[src/hdl/sqtm_pkg.sv]
// sqtm_pkg: constants, word types and helpers for the sensor qualifier
// trimmed-mean block. No dependencies.
`default_nettype none
package sqtm_pkg;

   localparam int WINDOW     = 16;
   localparam int IDX_W      = (WINDOW > 1) ? $clog2(WINDOW) : 1;
   localparam int CNT_W      = $clog2(WINDOW + 1);
   localparam int ELEM_W     = 17;
   localparam int SUM_W      = ELEM_W + CNT_W;
   localparam int DCNT_W     = $clog2(SUM_W);
   localparam int FAIL_W     = 2;
   localparam int SUCC_W     = 3;
   localparam int FAIL_LIMIT = 3;
   localparam int SUCC_LIMIT = 5;
   localparam int TRIM_DIV   = 5;
   localparam int ADDR_W     = 3;

   typedef enum logic {
      CSR_CAL_OFFSET,
      CSR_TWO_CHANNEL
   } csr_index_type;

   typedef struct packed {
      logic               read_ok;
      logic signed [15:0] temp_value;
      logic               temp_present;
      logic [10:0]        hum_value;
      logic               hum_present;
   } req_word_type;

   typedef struct packed {
      logic               in_error;
      logic signed [15:0] temp_average;
      logic               temp_average_valid;
      logic [10:0]        hum_average;
      logic               hum_average_valid;
      logic               window_full;
      logic               new_data;
   } rsp_word_type;

   // entries dropped at each end of the sorted window
   function automatic logic [CNT_W-1:0] trim_count(input logic [CNT_W-1:0] n);
      logic [CNT_W-1:0] c;
      c = '0;
      for (int k = 1; k <= WINDOW / TRIM_DIV; k++) begin
         if (n >= CNT_W'(TRIM_DIV * k)) c = c + 1'b1;
      end
      return c;
   endfunction

endpackage
`default_nettype wire

[src/hdl/sensor_qualifier_trimmed_mean.sv]
// sensor_qualifier_trimmed_mean: read qualification, sample windows and
// trimmed mean on one shared compare/add/divide datapath. Uses sqtm_pkg.
//
//  channel  | signals                                   | direction
//  req      | req_valid, req_ready, req_word            | in
//  rsp      | rsp_valid, rsp_ready, rsp_word            | out
//  csr      | psel penable pwrite paddr pwdata prdata pready | apb slave
//
// one word at a time; per window a start state, a load of each entry (plain
// mean) or a rank scan of each entry against all (trimmed, one comparator),
// a prep state, a restoring divide and a store state, between the accept and
// result states; a used humidity window follows; the rank scan takes longest
// a failed read or a read dropped in error goes from accept straight to result
// reset clears counters, flags and averages; window contents need none
// a result held on rsp stalls only the next word's result state
`default_nettype none
module sensor_qualifier_trimmed_mean (
   input  wire                          clock,
   input  wire                          reset,
   input  wire                          req_valid,
   output logic                         req_ready,
   input  sqtm_pkg::req_word_type       req_word,
   output logic                         rsp_valid,
   input  wire                          rsp_ready,
   output sqtm_pkg::rsp_word_type       rsp_word,
   input  wire                          psel,
   input  wire                          penable,
   input  wire                          pwrite,
   input  wire [sqtm_pkg::ADDR_W-1:0]   paddr,
   input  wire [31:0]                   pwdata,
   output logic [31:0]                  prdata,
   output logic                         pready
);
   import sqtm_pkg::*;

   typedef enum logic [2:0] {
      S_IDLE, S_START, S_LOAD, S_CMP, S_PREP, S_DIV, S_STORE, S_DONE
   } state_type;

   state_type                state_ff;
   logic signed [15:0]       temp_win_ff [WINDOW];
   logic [10:0]              hum_win_ff  [WINDOW];
   logic signed [15:0]       cal_offset_ff;
   logic                     two_channel_ff;
   logic [CNT_W-1:0]         temp_count_ff, hum_count_ff;
   logic [IDX_W-1:0]         temp_pos_ff, hum_pos_ff;
   logic [FAIL_W-1:0]        fail_run_ff;
   logic [SUCC_W-1:0]        success_run_ff;
   logic                     error_flag_ff, full_flag_ff, fresh_ff;
   logic signed [15:0]       temp_avg_ff;
   logic [10:0]              hum_avg_ff;
   logic                     temp_ok_ff, hum_ok_ff, hum_pend_ff, sel_hum_ff, trim_ff;
   logic [CNT_W-1:0]         n_ff, lo_ff, div_ff, rank_ff;
   logic [IDX_W-1:0]         i_ff, j_ff;
   logic signed [ELEM_W-1:0] key_ff;
   logic signed [SUM_W-1:0]  sum_ff;
   logic [SUM_W-1:0]         quo_ff;
   logic [CNT_W-1:0]         rem_ff;
   logic [DCNT_W-1:0]        dcnt_ff;
   logic                     neg_ff;
   logic                     rsp_valid_ff;
   rsp_word_type             rsp_word_ff;

   logic                     accept;
   logic [SUCC_W-1:0]        succ_in;
   logic [FAIL_W-1:0]        fail_in;
   logic                     err_ok_in, err_fail_in, take, push_t, push_h;
   logic signed [ELEM_W-1:0] temp_raw;
   logic signed [15:0]       temp_sat;
   logic [IDX_W-1:0]         rd_addr;
   logic signed [ELEM_W-1:0] rd_elem;
   logic                     less, last_i, last_j, incl, full_now;
   logic [CNT_W-1:0]         rank_in, n_in, lo_in;
   logic [CNT_W:0]           shifted;
   logic [CNT_W+1:0]         trial;
   logic [SUM_W-1:0]         quot;

   assign req_ready = (state_ff == S_IDLE);
   assign accept    = req_valid && req_ready;
   assign rsp_valid = rsp_valid_ff;
   assign rsp_word  = rsp_word_ff;
   assign pready    = 1'b1;

   always_comb begin
      case (csr_index_type'(paddr[ADDR_W-1:2]))
         CSR_CAL_OFFSET:  prdata = {{16{cal_offset_ff[15]}}, cal_offset_ff};
         CSR_TWO_CHANNEL: prdata = {31'b0, two_channel_ff};
         default:         prdata = '0;
      endcase
   end

   // run counters and error state after this word, window pushes and saturated temperature
   always_comb begin
      succ_in     = (success_run_ff < SUCC_W'(SUCC_LIMIT)) ? success_run_ff + 1'b1
                                                            : success_run_ff;
      fail_in     = (fail_run_ff < FAIL_W'(FAIL_LIMIT)) ? fail_run_ff + 1'b1 : fail_run_ff;
      err_ok_in   = error_flag_ff && (succ_in < SUCC_W'(SUCC_LIMIT));
      err_fail_in = error_flag_ff || (fail_in >= FAIL_W'(FAIL_LIMIT));
      take        = req_word.read_ok && !err_ok_in;
      push_t      = take && req_word.temp_present;
      push_h      = take && two_channel_ff && req_word.hum_present;
      temp_raw    = ELEM_W'(req_word.temp_value) + ELEM_W'(cal_offset_ff);
      if (temp_raw[ELEM_W-1] != temp_raw[15]) begin
         temp_sat = temp_raw[ELEM_W-1] ? 16'sh8000 : 16'sh7fff;
      end else begin
         temp_sat = temp_raw[15:0];
      end
   end

   // shared datapath: one window read, one compare, one add, one divide step
   always_comb begin
      rd_addr  = (state_ff == S_LOAD) ? i_ff : j_ff;
      rd_elem  = sel_hum_ff ? $signed(ELEM_W'(hum_win_ff[rd_addr]))
                            : ELEM_W'(temp_win_ff[rd_addr]);
      // ties broken by position so every entry gets a distinct rank
      less     = (rd_elem < key_ff) || ((rd_elem == key_ff) && (j_ff < i_ff));
      rank_in  = rank_ff + CNT_W'(less);
      last_i   = (i_ff == IDX_W'(n_ff - 1'b1));
      last_j   = (j_ff == IDX_W'(n_ff - 1'b1));
      incl     = (rank_in >= lo_ff) && (rank_in < (n_ff - lo_ff));
      full_now = (temp_count_ff == CNT_W'(WINDOW));
      n_in     = sel_hum_ff ? hum_count_ff : temp_count_ff;
      lo_in    = full_now ? trim_count(n_in) : '0;
      shifted  = {rem_ff, quo_ff[SUM_W-1]};
      trial    = {1'b0, shifted} - {2'b0, div_ff};
      quot     = neg_ff ? (~quo_ff + 1'b1) : quo_ff;
   end

   always_ff @(posedge clock) begin
      if (accept && push_t) temp_win_ff[temp_pos_ff] <= temp_sat;
      if (accept && push_h) hum_win_ff[hum_pos_ff]   <= req_word.hum_value;
   end

   always_ff @(posedge clock) begin
      if (reset) begin
         state_ff       <= S_IDLE;
         cal_offset_ff  <= '0;
         two_channel_ff <= 1'b0;
         temp_count_ff  <= '0;
         hum_count_ff   <= '0;
         temp_pos_ff    <= '0;
         hum_pos_ff     <= '0;
         fail_run_ff    <= '0;
         success_run_ff <= '0;
         error_flag_ff  <= 1'b0;
         full_flag_ff   <= 1'b0;
         fresh_ff       <= 1'b0;
         temp_avg_ff    <= '0;
         hum_avg_ff     <= '0;
         temp_ok_ff     <= 1'b0;
         hum_ok_ff      <= 1'b0;
         hum_pend_ff    <= 1'b0;
         sel_hum_ff     <= 1'b0;
         rsp_valid_ff   <= 1'b0;
      end else begin
         if (psel && penable && pwrite) begin
            case (csr_index_type'(paddr[ADDR_W-1:2]))
               CSR_CAL_OFFSET:  cal_offset_ff  <= pwdata[15:0];
               CSR_TWO_CHANNEL: two_channel_ff <= pwdata[0];
               default: ;
            endcase
         end
         // the result state reloads the word itself
         if (rsp_ready && state_ff != S_DONE) rsp_valid_ff <= 1'b0;

         case (state_ff)
            S_IDLE: begin
               if (accept) begin
                  sel_hum_ff <= 1'b0;
                  if (req_word.read_ok) begin
                     fail_run_ff    <= '0;
                     success_run_ff <= succ_in;
                     error_flag_ff  <= err_ok_in;
                  end else begin
                     success_run_ff <= '0;
                     fail_run_ff    <= fail_in;
                     error_flag_ff  <= err_fail_in;
                  end
                  if (push_t) begin
                     temp_pos_ff <= (temp_pos_ff == IDX_W'(WINDOW - 1)) ? '0
                                                                       : temp_pos_ff + 1'b1;
                     if (temp_count_ff < CNT_W'(WINDOW)) temp_count_ff <= temp_count_ff + 1'b1;
                  end
                  if (push_h) begin
                     hum_pos_ff <= (hum_pos_ff == IDX_W'(WINDOW - 1)) ? '0 : hum_pos_ff + 1'b1;
                     if (hum_count_ff < CNT_W'(WINDOW)) hum_count_ff <= hum_count_ff + 1'b1;
                  end
                  if (take) begin
                     state_ff <= S_START;
                  end else begin
                     fresh_ff <= 1'b0;
                     state_ff <= S_DONE;
                  end
               end
            end
            S_START: begin
               if (!sel_hum_ff && temp_count_ff == '0) begin
                  fresh_ff <= 1'b0;
                  state_ff <= S_DONE;
               end else begin
                  if (!sel_hum_ff) begin
                     fresh_ff    <= 1'b1;
                     hum_pend_ff <= two_channel_ff && (hum_count_ff != '0);
                     if (full_now) full_flag_ff <= 1'b1;
                     if (full_now && two_channel_ff && hum_count_ff == '0) begin
                        hum_ok_ff  <= 1'b0;
                        hum_avg_ff <= '0;
                     end
                  end
                  n_ff     <= n_in;
                  lo_ff    <= lo_in;
                  div_ff   <= n_in - (lo_in << 1);
                  trim_ff  <= full_now;
                  i_ff     <= '0;
                  sum_ff   <= '0;
                  state_ff <= S_LOAD;
               end
            end
            S_LOAD: begin
               if (trim_ff) begin
                  key_ff   <= rd_elem;
                  j_ff     <= '0;
                  rank_ff  <= '0;
                  state_ff <= S_CMP;
               end else begin
                  sum_ff <= sum_ff + SUM_W'(rd_elem);
                  if (last_i) state_ff <= S_PREP;
                  else i_ff <= i_ff + 1'b1;
               end
            end
            S_CMP: begin
               rank_ff <= rank_in;
               if (last_j) begin
                  if (incl) sum_ff <= sum_ff + SUM_W'(key_ff);
                  if (last_i) begin
                     state_ff <= S_PREP;
                  end else begin
                     i_ff     <= i_ff + 1'b1;
                     state_ff <= S_LOAD;
                  end
               end else begin
                  j_ff <= j_ff + 1'b1;
               end
            end
            S_PREP: begin
               neg_ff   <= sum_ff[SUM_W-1];
               quo_ff   <= sum_ff[SUM_W-1] ? SUM_W'(-sum_ff) : SUM_W'(sum_ff);
               rem_ff   <= '0;
               dcnt_ff  <= '0;
               state_ff <= S_DIV;
            end
            S_DIV: begin
               // restoring divide, one quotient bit a cycle
               if (!trial[CNT_W+1]) rem_ff <= trial[CNT_W-1:0];
               else rem_ff <= shifted[CNT_W-1:0];
               quo_ff <= {quo_ff[SUM_W-2:0], !trial[CNT_W+1]};
               if (dcnt_ff == DCNT_W'(SUM_W - 1)) state_ff <= S_STORE;
               else dcnt_ff <= dcnt_ff + 1'b1;
            end
            S_STORE: begin
               if (sel_hum_ff) begin
                  hum_avg_ff <= quot[10:0];
                  hum_ok_ff  <= 1'b1;
               end else begin
                  temp_avg_ff <= quot[15:0];
                  temp_ok_ff  <= 1'b1;
               end
               if (!sel_hum_ff && hum_pend_ff) begin
                  sel_hum_ff <= 1'b1;
                  state_ff   <= S_START;
               end else begin
                  state_ff <= S_DONE;
               end
            end
            S_DONE: begin
               if (!rsp_valid_ff || rsp_ready) begin
                  rsp_valid_ff                   <= 1'b1;
                  rsp_word_ff.in_error           <= error_flag_ff;
                  rsp_word_ff.temp_average       <= temp_ok_ff ? temp_avg_ff : '0;
                  rsp_word_ff.temp_average_valid <= temp_ok_ff;
                  rsp_word_ff.hum_average        <= hum_ok_ff ? hum_avg_ff : '0;
                  rsp_word_ff.hum_average_valid  <= hum_ok_ff;
                  rsp_word_ff.window_full        <= full_flag_ff;
                  rsp_word_ff.new_data           <= fresh_ff;
                  state_ff                       <= S_IDLE;
               end
            end
            default: state_ff <= S_IDLE;
         endcase
      end
   end

   a_err_set: assert property (@(posedge clock) disable iff (reset)
      $rose(error_flag_ff) |-> fail_run_ff == FAIL_W'(FAIL_LIMIT))
      else $error("error state set without a full failure run");
   a_err_clear: assert property (@(posedge clock) disable iff (reset)
      $fell(error_flag_ff) |-> success_run_ff == SUCC_W'(SUCC_LIMIT))
      else $error("error state cleared without a full success run");
   a_count: assert property (@(posedge clock) disable iff (reset)
      temp_count_ff <= CNT_W'(WINDOW) && hum_count_ff <= CNT_W'(WINDOW))
      else $error("window count beyond depth");
   a_hum_job: assert property (@(posedge clock) disable iff (reset)
      (state_ff == S_START && sel_hum_ff) |-> two_channel_ff && hum_count_ff != '0)
      else $error("humidity mean started on an unused window");
   a_scan: assert property (@(posedge clock) disable iff (reset)
      (state_ff == S_CMP) |-> (CNT_W'(j_ff) < n_ff && CNT_W'(i_ff) < n_ff))
      else $error("rank scan outside filled entries");

endmodule
`default_nettype wire

[config.mk]
export PLATFORM = sky130hd
export DESIGN_NAME = sensor_qualifier_trimmed_mean
export DESIGN_NICKNAME = d
export VERILOG_FILES = /design/src/hdl/sqtm_pkg.sv /design/src/hdl/sensor_qualifier_trimmed_mean.sv
export SDC_FILE = /design/constraint.sdc
export NUM_CORES = 1
export LEC_CHECK = 0
export BUFFER_PORTS_ARGS = -buffer_cell sky130_fd_sc_hd__buf_4
export CORE_ASPECT_RATIO = 0.6
export CORE_MARGIN = 1.5
export CORE_UTILIZATION = 40
export CTS_CLUSTER_DIAMETER = 60
export DETAILED_ROUTE_END_ITERATION = 16
export HOLD_SLACK_MARGIN = 0.06
export PLACE_DENSITY = 0.55
export RECOVER_POWER = 50
export SLEW_MARGIN = 5
export SYNTH_ARGS = -nofsm -noshare
export SYNTH_HDL_FRONTEND = slang
export SYNTH_SLANG_ARGS = --single-unit
export TNS_END_PERCENT = 10
[constraint.sdc]
create_clock -name clock -period 11.4 [get_ports clock]
set_clock_uncertainty 0.1 [all_clocks]
set_input_delay 2.28 -clock clock [delete_from_list [all_inputs] [get_ports clock]]
set_output_delay 2.28 -clock clock [all_outputs]
set_load 0.005 [all_outputs]
==> results.tsv, run 1 <==
metric	value	unit
gp_congestion	0.871	
worstMarginPinSlew	2.69	ns
cts_hold_buf	0	
mappedNetlistNets	2240	
ys.flop_type	edfxtp_1	
fmax	124	MHz
p_per_area	211	mW/mm^2
drv_slew	126	
worstHoldPathType	register to register	
synth-edff-count	561	
syn_to_final_growth	14.0	%
setup_violations	0	
slowest_delay	1.01	ns
cp_slowest_cell	nor4_1	
die_x	351	microns
rr_worst_depth	23	
first_global_vias	17340	
synth_common_cells	561 x edfxtp_1, 155 x nand2_1, 145 x nor2_1	
yosysUniqueCellTypes	77	
htreeDepth	3	
r2r-start	state_ff[1]	
cp_max_fo	52	
rows	76	
worstSetupPathType	register to register	
dr.first_iter.drc_count	1647	
rsz0062_at_grt	false	
antenna_found_initial	1	
synth.ff_latch_count	639	
io_pins	139	
crit_required	11.56	ns
hold_depth	0	
leakagePower	11.5	nW
nFillCells	6376	
ant_nets	0	
drc	0	
die_area	0.0743	sq mm
tns	0	ns
utilization	46.1	%
synth_area	0.0291	sq mm
r2r-end	sum_ff[17]	
maxSlewHeadroom	-79.3	%
cts-resized-gates	0	
drive_above_1_share	16.5	%
crit_chain	or3b_1 -> mux2_4 -> buf_12 -> mux4_2 -> o22ai_1 -> nor4_1 -> ha_1 -> o21a_1 -> o21a_1 -> o21a_1 -> o21ai_0 -> o2111ai_1 -> a31oi_1 -> ha_1 -> ha_1 -> ha_1 -> o21ai_0 -> a31oi_1 -> o21a_1 -> o21ai_0 -> a21oi_1 -> nor2b_2 -> buf_4	
fin_crit	8.06	ns
core	0.0718	sq mm
crit_arrival	8.22	ns
synth_top_cell_area_share	58.0	%
ys_seq_area_share	63.3	%
synth.largest_area_cell	edfxtp_1	
status	finished, violations left	
place_hpwl	50100	microns
via_per_inst	5.49	
whs_endpoint	rsp_word[0]	
grt_overflow	0	
hold_start	fresh_ff	
wl	72000	microns
final_nets	2382	
peakVddDrop	121	uV
drtPass1Iterations	5	
diodes	0	
vias	17713	
clock-sinks	639	
routedWlPerCell	22.3	microns
port_buffers	119	
cts_tree	yes	
path_clk_slew	0.06	ns
fin_crit_sh	70.7	%
hold_viol	0	
r2r_slack	3.34	ns
clockBufferDepth	3	
startpoint_type	register	
async_flop_share	0	%
syn_inst	2067	
dp.cells	3116	
dieHeight	212	microns
multi_input_area	0.00984	sq mm
track_usage	19.7	%
synth_area_leaders	edfxtp_1 58%, mux4_2 8.1%, dfxtp_1 5.4%, ha_1 4.1%, nand2_1 2.0%	
ys_warn_count	0	
cap_viol_max_count	5	
layout.cells.non_filler	3229	
synthMostInstantiatedCell	edfxtp_1	
cp-end-kind	register	
insertion_delay	0.61	ns
start_util	40.5	%
avgSynthCellArea	14.1	sq um
cts-root-buf	clkbuf_16	
cts_setup_buffers	0	
grt_max_degree	69	
seqCellArea	0.0184	sq mm
cts_buffers	66	
violations	max-capacitance violations, max-slew violations	
grt_pass1_wl	109000	microns
cell type report:
| cell class | count | share of cell area [%] |
|---|---|---|
| well taps | 975 | 3.68 |
| inverters | 93 | 1.05 |
| clock buffers | 87 | 5.44 |
| multi-input cells | 1229 | 29.7 |
| clock inverters | 26 | 0.857 |
| flip-flops and latches | 639 | 55.6 |
| repair buffers | 180 | 3.69 |
metal layers:
metal / global-route usage, % / vias to the layer above / wire length (microns)
li1: - / 8129 / -
met1: 32.7 / 8927 / 37300
met2: 25.4 / 576 / 27800
met3: 4.54 / 81 / 5850
met4: 4.25 / 0 / 1070
met5: 0 / - / 0
critical path, delay by kind of cell (launching register included):
family | cells | cell delay [ns]
DFF | 1 | 0.72
and+or+nand+nor | 3 | 1.90
buffers and inverters | 2 | 0.71
muxes | 2 | 1.03
AOI/OAI and AO/OA | 12 | 1.98
adders and majority gates | 4 | 1.21
registers in the layout, summed over array words and instances (netlist names), 5 cells and up:
register       count
cal_offset_ff     16
dcnt_ff            5
hum_avg_ff        11
hum_count_ff       5
hum_win_ff       176
key_ff            16
n_ff               5
quo_ff            22
rank_ff            5
rem_ff             5
rsp_word          32
sum_ff            22
temp_avg_ff       16
temp_count_ff      5
temp_win_ff      256
placed cells by master (no fill, tap or decap), types with 26 or more instances in the layout:
cell type | Yosys | final
mux2i_1 | 31 | 30
nand3_1 | 30 | 30
o22ai_1 | 34 | 34
dfxtp_1 | 78 | 78
ha_1 | 96 | 96
buf_4 | 20 | 107
edfxtp_1 | 561 | 561
a21oi_1 | 94 | 91
a211oi_1 | 27 | 27
clkbuf_1 | 60 | 55
inv_1 | 92 | 92
xor2_1 | 42 | 42
a21o_1 | 27 | 26
clkbuf_16 | 0 | 67
xnor2_1 | 49 | 49
nand2_1 | 155 | 155
mux4_2 | 104 | 104
nor2_1 | 145 | 143
o21ai_0 | 73 | 71
clkbuf_4 | 0 | 30
cells by family (layout without fill, tap and decap cells):
| kind of cell | Yosys count | after routing | synth area share [%] |
|---|---|---|---|
| DFF | 639 | 639 | 63.3 |
| and+or+nand+nor | 526 | 526 | 8.67 |
| AOI/OAI and AO/OA | 354 | 354 | 7.77 |
| buffers and inverters | 199 | 386 | 2.97 |
| muxes | 152 | 152 | 9.80 |
| adders and majority gates | 103 | 103 | 4.55 |
| xor gates and xnor gates | 93 | 93 | 2.90 |
| other | 1 | 1 | 0.0129 |
stage by stage:
stage          power [mW]  cell area, sq um  setup slack [ns]  hold slack [ns]
2_1_floorplan        4.31             29100              4.81            0.302
3_3_place_gp         4.88             31200              3.38            0.311
3_5_place_dp         4.90             31200              3.37            0.312
4_1_cts              7.04             33300              3.37            0.326
5_1_grt              7.35             33100              2.92            0.351
6_report             6.98             33100              3.34            0.328
power by group:
part	internal [mW]	switching, mW	leakage, nW
sequential	2.70	0.0806	5.72
clock	1.23	0.900	1.02
combinational	0.869	1.21	4.78
total	4.80	2.19	11.5
how the worst max path moves through the flow:
stage	slack, ns	startpoint	to
after global routing	2.92	state_ff[1]	sum_ff[19]
after CTS	3.37	state_ff[1]	sum_ff[17]
after detailed placement	3.37	state_ff[1]	sum_ff[20]
final	3.34	state_ff[1]	sum_ff[17]
after global placement	3.38	state_ff[1]	sum_ff[20]
after floorplan	4.81	state_ff[2]	sum_ff[0]
Power figures use the tool's default switching activity.
==> run 2, diff against run 1 <==
clock period = 7.9 ns   (was 11.4 ns; I/O delays follow)
==> run 2 against run 1 <==
  * The flow still finishes with violations (max-capacitance violations, max-slew violations)
  * Cell count up 0.77%
  * Clock power up 51%
  * Critical path depth down 2
  * Power up 47%
  * Largest power group unchanged
==> results.tsv, run 2 (synthesized netlist as in run 1, its figures left out) <==
metric	value	unit	change
status	finished, violations left		
violations	max-capacitance violations, max-slew violations		
wirelength_met1	37100	microns	-0.57%
sw_frac_of_total	31.4	%	+0.13 points
r2r_slack	0.68	ns	-2.65 ns
cp-end-kind	register		
clock-sinks	639		unchanged
port_buffers	119		unchanged
rsz0062_at_grt	false		
routedWlPerCell	22.2	microns	-0.28%
cap_viol_max_count	5		unchanged
final_cell_area	0.0334	sq mm	+0.86%
layout.cells.non_filler	3254		+0.77%
grt_overflow	0		unchanged
track_usage	19.7	%	about the same
diodes	0		unchanged
mostFrequentLayoutCell	edfxtp_1		
worstSetupPathType	register to register		
die_x	351	microns	unchanged
worstHoldPathType	register to register		
crit_required	8.11	ns	-3.45 ns
drive_above_1_share	17.5	%	+1.0 points
ant_nets	0		unchanged
pwr-share-seq	38.8	%	-1.0 points
core	0.0718	sq mm	unchanged
start_util	40.5	%	unchanged
pwr-share-clk	31.2	%	+0.7 points
utilization	46.5	%	+0.40 points
hold_start	fresh_ff		
peakVddDrop	171	uV	+41%
hold_viol	0		unchanged
dr.first_iter.drc_count	1810		+9.9%
wl	72400	microns	+0.49%
cts-resized-gates	0		unchanged
r2r-start	state_ff[0]		
largest_register_ffs	256		unchanged
cts-root-buf	clkbuf_16		
rows	76		unchanged
cts_hold_buf	0		unchanged
cts_setup_buffers	0		unchanged
regMostFlops	temp_win_ff		
grt_pass1_wl	109000	microns	unchanged
p_switching	3.23	mW	+48%
crit_arrival	7.43	ns	-0.79 ns
worstMarginPinSlew	2.46	ns	-0.225 ns
place_hpwl	51200	microns	+2.4%
fin_crit	7.22	ns	-0.848 ns
drv_slew	151		+20%
setup_violations	0		unchanged
p_per_area	308	mW/mm^2	+46%
die_area	0.0743	sq mm	unchanged
dr_wl_met3	6340	microns	+8.4%
fin_crit_sh	91.3	%	+21 points
maxSlewHeadroom	-64.2	%	+15 points
antenna_found_initial	1		unchanged
first_global_vias	17697		+2.1%
insertion_delay	0.62	ns	about the same
top_layer	met5		
place_area	0.0314	sq mm	+0.49%
r2r-end	sum_ff[17]		
clockBufferDepth	3		unchanged
path_clk_slew	0.06	ns	about the same
vias	17877		+0.93%
fmax	139	MHz	+12%
drc	0		unchanged
dp.cells	3133		+0.55%
whs_endpoint	rsp_word[0]		
tns	0	ns	unchanged
htreeDepth	3		unchanged
cp_max_fo	22		-58%
cts_buffers	66		unchanged
cts_tree	yes		
leakagePower	11.7	nW	+1.4%
gp_congestion	0.865		-0.62%
met2WireLength	27700	microns	-0.50%
p_int	7.06	mW	+47%
combPwrFrac	30.0	%	+0.3 points
final_nets	2399		+0.71%
io_pins	139		unchanged
power	10.3	mW	+47%
startpoint_type	register		
syn_to_final_growth	15.0	%	
dieHeight	212	microns	unchanged
via_per_inst	5.49		+0.15%
drtPass1Iterations	5		unchanged
rr_worst_depth	21		-8.7%
hold_depth	0		unchanged
final_cell_mix	561 x edfxtp_1, 155 x nand2_1, 144 x nor2_1, 125 x buf_4, 104 x mux4_2		
grt_max_degree	53		-23%
-- run 2: changes by cell type in the layout (fill, tap and decap cells not counted), moves of 2 or more --
| cell | previous run | this run |
|---|---|---|
| buf_4 | 107 | 125 |
| clkinv_2 | 4 | 10 |
| and2_0 | 17 | 21 |
| and2_1 | 22 | 18 |
| clkinvlp_4 | 0 | 3 |
| nor3_1 | 24 | 21 |
| nor3_2 | 1 | 4 |
| buf_12 | 2 | 4 |
| bufinv_16 | 5 | 7 |
| clkbuf_1 | 55 | 53 |
| clkbuf_4 | 30 | 28 |
| clkinv_1 | 10 | 8 |
-- run 2: routing by layer --
| layer | global-route usage, % | vias to the layer above |
|---|---|---|
| met3 | 4.94 | 101 |
| met2 | 25.3 | 645 |
| met1 | 32.4 | 8948 |
| met5 | 0 | - |
| met4 | 4.37 | 2 |
| li1 | - | 8181 |
-- run 2: cell type report --
type | count | area [sq um]
Tap cell | 975 | 1220
Clock buffer | 85 | 1810
Multi-Input combinational cell | 1229 | 9840
Inverter | 93 | 349
Sequential cell | 639 | 18400
Timing Repair Buffer | 197 | 1380
Clock inverter | 36 | 408
Fill cell | 6348 | 38400
-- run 2: through the flow --
stage / hold slack [ns] / worst slack [ns]
floorplan: 0.302 / 1.31
global placement: 0.310 / 0.689
detailed placement: 0.312 / 0.661
CTS: 0.328 / 0.632
global route: 0.348 / 0.150
finish: 0.337 / 0.685
-- run 2: power by group through the flow --
stage / sequential, mW / clock, mW / combinational, mW
2_1_floorplan: 4.02 / 0 / 2.20
3_3_place_gp: 4.06 / 0 / 3.03
3_5_place_dp: 4.07 / 0 / 3.08
4_1_cts: 3.99 / 3.27 / 3.10
5_1_grt: 4.01 / 3.40 / 3.40
6_report: 4.00 / 3.21 / 3.09
-- run 2: how the worst max path moves through the flow --
stage | endpoint | start | cells after the start
after detailed placement | sum_ff[20] | state_ff[0] | 23
after global placement | sum_ff[20] | state_ff[0] | 24
after global routing | sum_ff[13] | state_ff[0] | 24
after CTS | sum_ff[17] | state_ff[0] | 23
after floorplan | sum_ff[0] | state_ff[2] | 25
final | sum_ff[17] | state_ff[0] | 21
-- run 2: critical path: stages, from the launching register on --
cell	delay, ns
dfxtp_1	0.45
or3b_2	0.71
mux2i_2	0.60
or3_1	0.52
o22ai_1	0.38
nor4_1	0.73
ha_1	0.39
a21o_1	0.18
a21o_1	0.17
a21oi_1	0.20
o2111ai_1	0.14
a31oi_1	0.21
buf_4	0.17
ha_1	0.17
ha_1	0.28
ha_1	0.30
a21oi_1	0.07
maj3_1	0.36
a31oi_1	0.17
a21oi_1	0.18
nor2b_2	0.21
buf_12	0.19
==> run 3, diff against run 2 <==
ABC_AREA = 1   (was unset)
==> run 3 against run 2 <==
  * Fmax is 2.8% higher
  * Power is 6.7% higher
  * First-iteration DRC count is 27% higher
  * Largest cell class unchanged
  * Setup slack better by 0.20 ns
  * Global-route usage is 0.64 points higher
  * The flow still finishes with violations (max-capacitance violations, max-slew violations)
  * Via count is 21% higher
==> results.tsv, run 3 <==
metric	value	unit	change
status	finished, violations left		
violations	max-capacitance violations, max-slew violations		
synth_common_cells	744 x nand2_1, 561 x edfxtp_1, 443 x nand3_1		
fin_crit_sh	88.8	%	-2.5 points
startpoint_type	register		
cts_setup_buffers	0		unchanged
pwr-share-seq	37.2	%	-1.6 points
mappedNetlistNets	3166		+41%
dr.first_iter.drc_count	2293		+27%
cp_max_fo	23		+4.5%
p_per_area	321	mW/mm^2	+4.2%
cap_viol_max_count	10		+5
setup_violations	0		unchanged
final_cell_mix	745 x nand2_1, 561 x edfxtp_1, 444 x nand3_1, 237 x inv_1, 180 x nor2_1		
crit_required	8.07	ns	-0.04 ns
syn_to_final_growth	13.7	%	
htreeDepth	3		unchanged
holdWs	0.331	ns	-0.00680 ns
drv_slew	295		+95%
synthMostInstantiatedCell	nand2_1		
worstHoldPathType	register to register		
sw_frac_of_total	36.1	%	+4.7 points
path_clk_slew	0.06	ns	about the same
insertion_delay	0.62	ns	about the same
clock-sinks	639		unchanged
synth.ff_latch_count	639		unchanged
synth_area	0.0301	sq mm	+3.6%
dieHeight	215	microns	+1.7%
ys_seq_area_share	61.2	%	-2.2 points
io_pins	139		unchanged
drive_above_1_share	9.35	%	-8.2 points
mostFrequentLayoutCell	nand2_1		
nFillCells	6795		+7.0%
track_usage	20.3	%	+0.64 points
cts_hold_buf	0		unchanged
cts_buffers	66		unchanged
cts_tree	yes		
peakVddDrop	161	uV	-5.8%
cp_slowest_cell	o21ai_4		
grt_max_degree	109		+110%
crit_arrival	7.19	ns	-0.24 ns
antenna_found_initial	1		unchanged
clockBufferDepth	3		unchanged
path_buf_inv	3		+1
via_per_inst	5.22		-5.0%
drtPass1Iterations	6		+1
place_ws	0.957	ns	+0.296 ns
die_x	357	microns	+1.7%
avgSynthCellArea	10.1	sq um	-28%
slowest_delay	0.77	ns	+0.04 ns
wl	78500	microns	+8.4%
syn_inst	2993		+45%
ant_nets	0		unchanged
ys.flop_type	edfxtp_1		
fin_crit	7.02	ns	-0.196 ns
cp_top_family	compound AO/OA/AOI/OAI gates		
hold_viol	0		unchanged
rows	77		+1.3%
synth-edff-count	561		unchanged
multi_input_area	0.0101	sq mm	+2.5%
vias	21627		+21%
final_nets	3280		+37%
cts-root-buf	clkbuf_16		
start_util	40.6	%	+0.14 points
fmax	142	MHz	+2.8%
first_global_vias	20320		+15%
core	0.0741	sq mm	+3.2%
cp-end-kind	register		
cts-resized-gates	0		unchanged
synth.largest_area_cell	edfxtp_1		
layout_setup_ws	0.881	ns	+0.196 ns
largest_register_ffs	256		unchanged
die_area	0.0769	sq mm	+3.5%
worstSetupPathType	register to register		
ys_warn_count	0		unchanged
p_int	7.02	mW	-0.57%
gp_congestion	0.837		-3.3%
leakagePower	13.3	nW	+14%
rsz0062_at_grt	false		
async_flop_share	0	%	unchanged
routedWlPerCell	18.9	microns	-15%
combPwrFrac	33.4	%	+3.4 points
maxSlewHeadroom	-49.4	%	+15 points
grt_pass1_wl	120000	microns	+10%
tns	0	ns	unchanged
yosysUniqueCellTypes	55		-29%
place_hpwl	52000	microns	+1.5%
p_switching	3.97	mW	+23%
synth_area_leaders	edfxtp_1 56%, nand2_1 9.3%, nand3_1 7.4%, dfxtp_1 5.2%, ha_1 4.0%		
seqCellArea	0.0184	sq mm	unchanged
drc	0		unchanged
regMostFlops	temp_win_ff		
port_buffers	119		unchanged
synth_top_cell_area_share	56.0	%	-2.0 points
pwr-share-clk	29.4	%	-1.8 points
grt_overflow	0		unchanged
worstMarginPinSlew	2.24	ns	-0.223 ns
[run 3: cell count changes in the layout (fill, tap and decap cells not counted), sizes merged, moves of 31 or more]
cell   delta
a21oi    +38
mux4    -104
inv     +146
nand3   +414
o22ai    -34
o21ai    +75
and2     -39
nand2   +593
nor2     +54
mux2i    -31
[run 3: power by group through the flow]
stage	Clock [mW]	Combinational (mW)	Sequential, mW
global placement	0	3.59	4.15
global route	3.42	4.13	4.10
detailed placement	0	3.64	4.15
floorplan	0	2.60	4.11
finish	3.23	3.67	4.08
CTS	3.30	3.66	4.08
[run 3: worst paths after layout]
| check | from | endpoint | slack [ns] | cells after the start |
|---|---|---|---|---|
| setup reg to reg | state_ff[2] | sum_ff[20] | 0.88 | 25 |
| setup / recovery | state_ff[2] | sum_ff[20] | 0.88 | 25 |
| hold / removal | fresh_ff | rsp_word[0] | 0.33 | 0 |
| hold reg to reg | fresh_ff | rsp_word[0] | 0.33 | 0 |
[run 3: through the flow]
step	cells	total power [mW]	area, sq um	utilization [%]
floorplan	2993	6.71	30100	-
global placement	4026	7.74	32200	43.4
detailed placement	4026	7.79	32200	43.4
CTS	4143	11.0	34400	46.4
global route	4143	11.7	34200	46.2
finish	4145	11.0	34200	46.2
[run 3: metal layers]
metal | global-route usage, % | wire length [microns] | vias to the layer above | share of wire, %
li1 | - | - | 10505 | -
met1 | 32.1 | 38900 | 10348 | 50
met2 | 28.2 | 32200 | 685 | 41
met3 | 4.03 | 5870 | 89 | 7.5
met4 | 5.00 | 1440 | 0 | 1.8
met5 | 0 | 0 | - | 0
[run 3: cell families (layout without fill, tap and decap cells)]
family / after synthesis / count (layout) / share of synthesized area [%]
AO/OA/AOI/OAI: 337 / 337 / 6.19
XOR/XNOR: 72 / 72 / 2.10
adder cells (fa/ha/maj): 101 / 101 / 4.32
buffers and inverters: 385 / 548 / 5.49
flip-flops: 639 / 639 / 61.2
other: 1 / 3 / 0.0125
AND/OR/NAND/NOR: 1458 / 1458 / 20.7
[run 3: area by class of cell]
type / instances / area share, %
inverter: 241 / 2.64
clock inverter: 35 / 1.15
timing repair buffer: 190 / 3.93
antenna: 2 / 0.0146
sequential: 639 / 53.8
multi-input combinational: 1969 / 29.5
clock buffer: 82 / 5.37
tap: 987 / 3.61
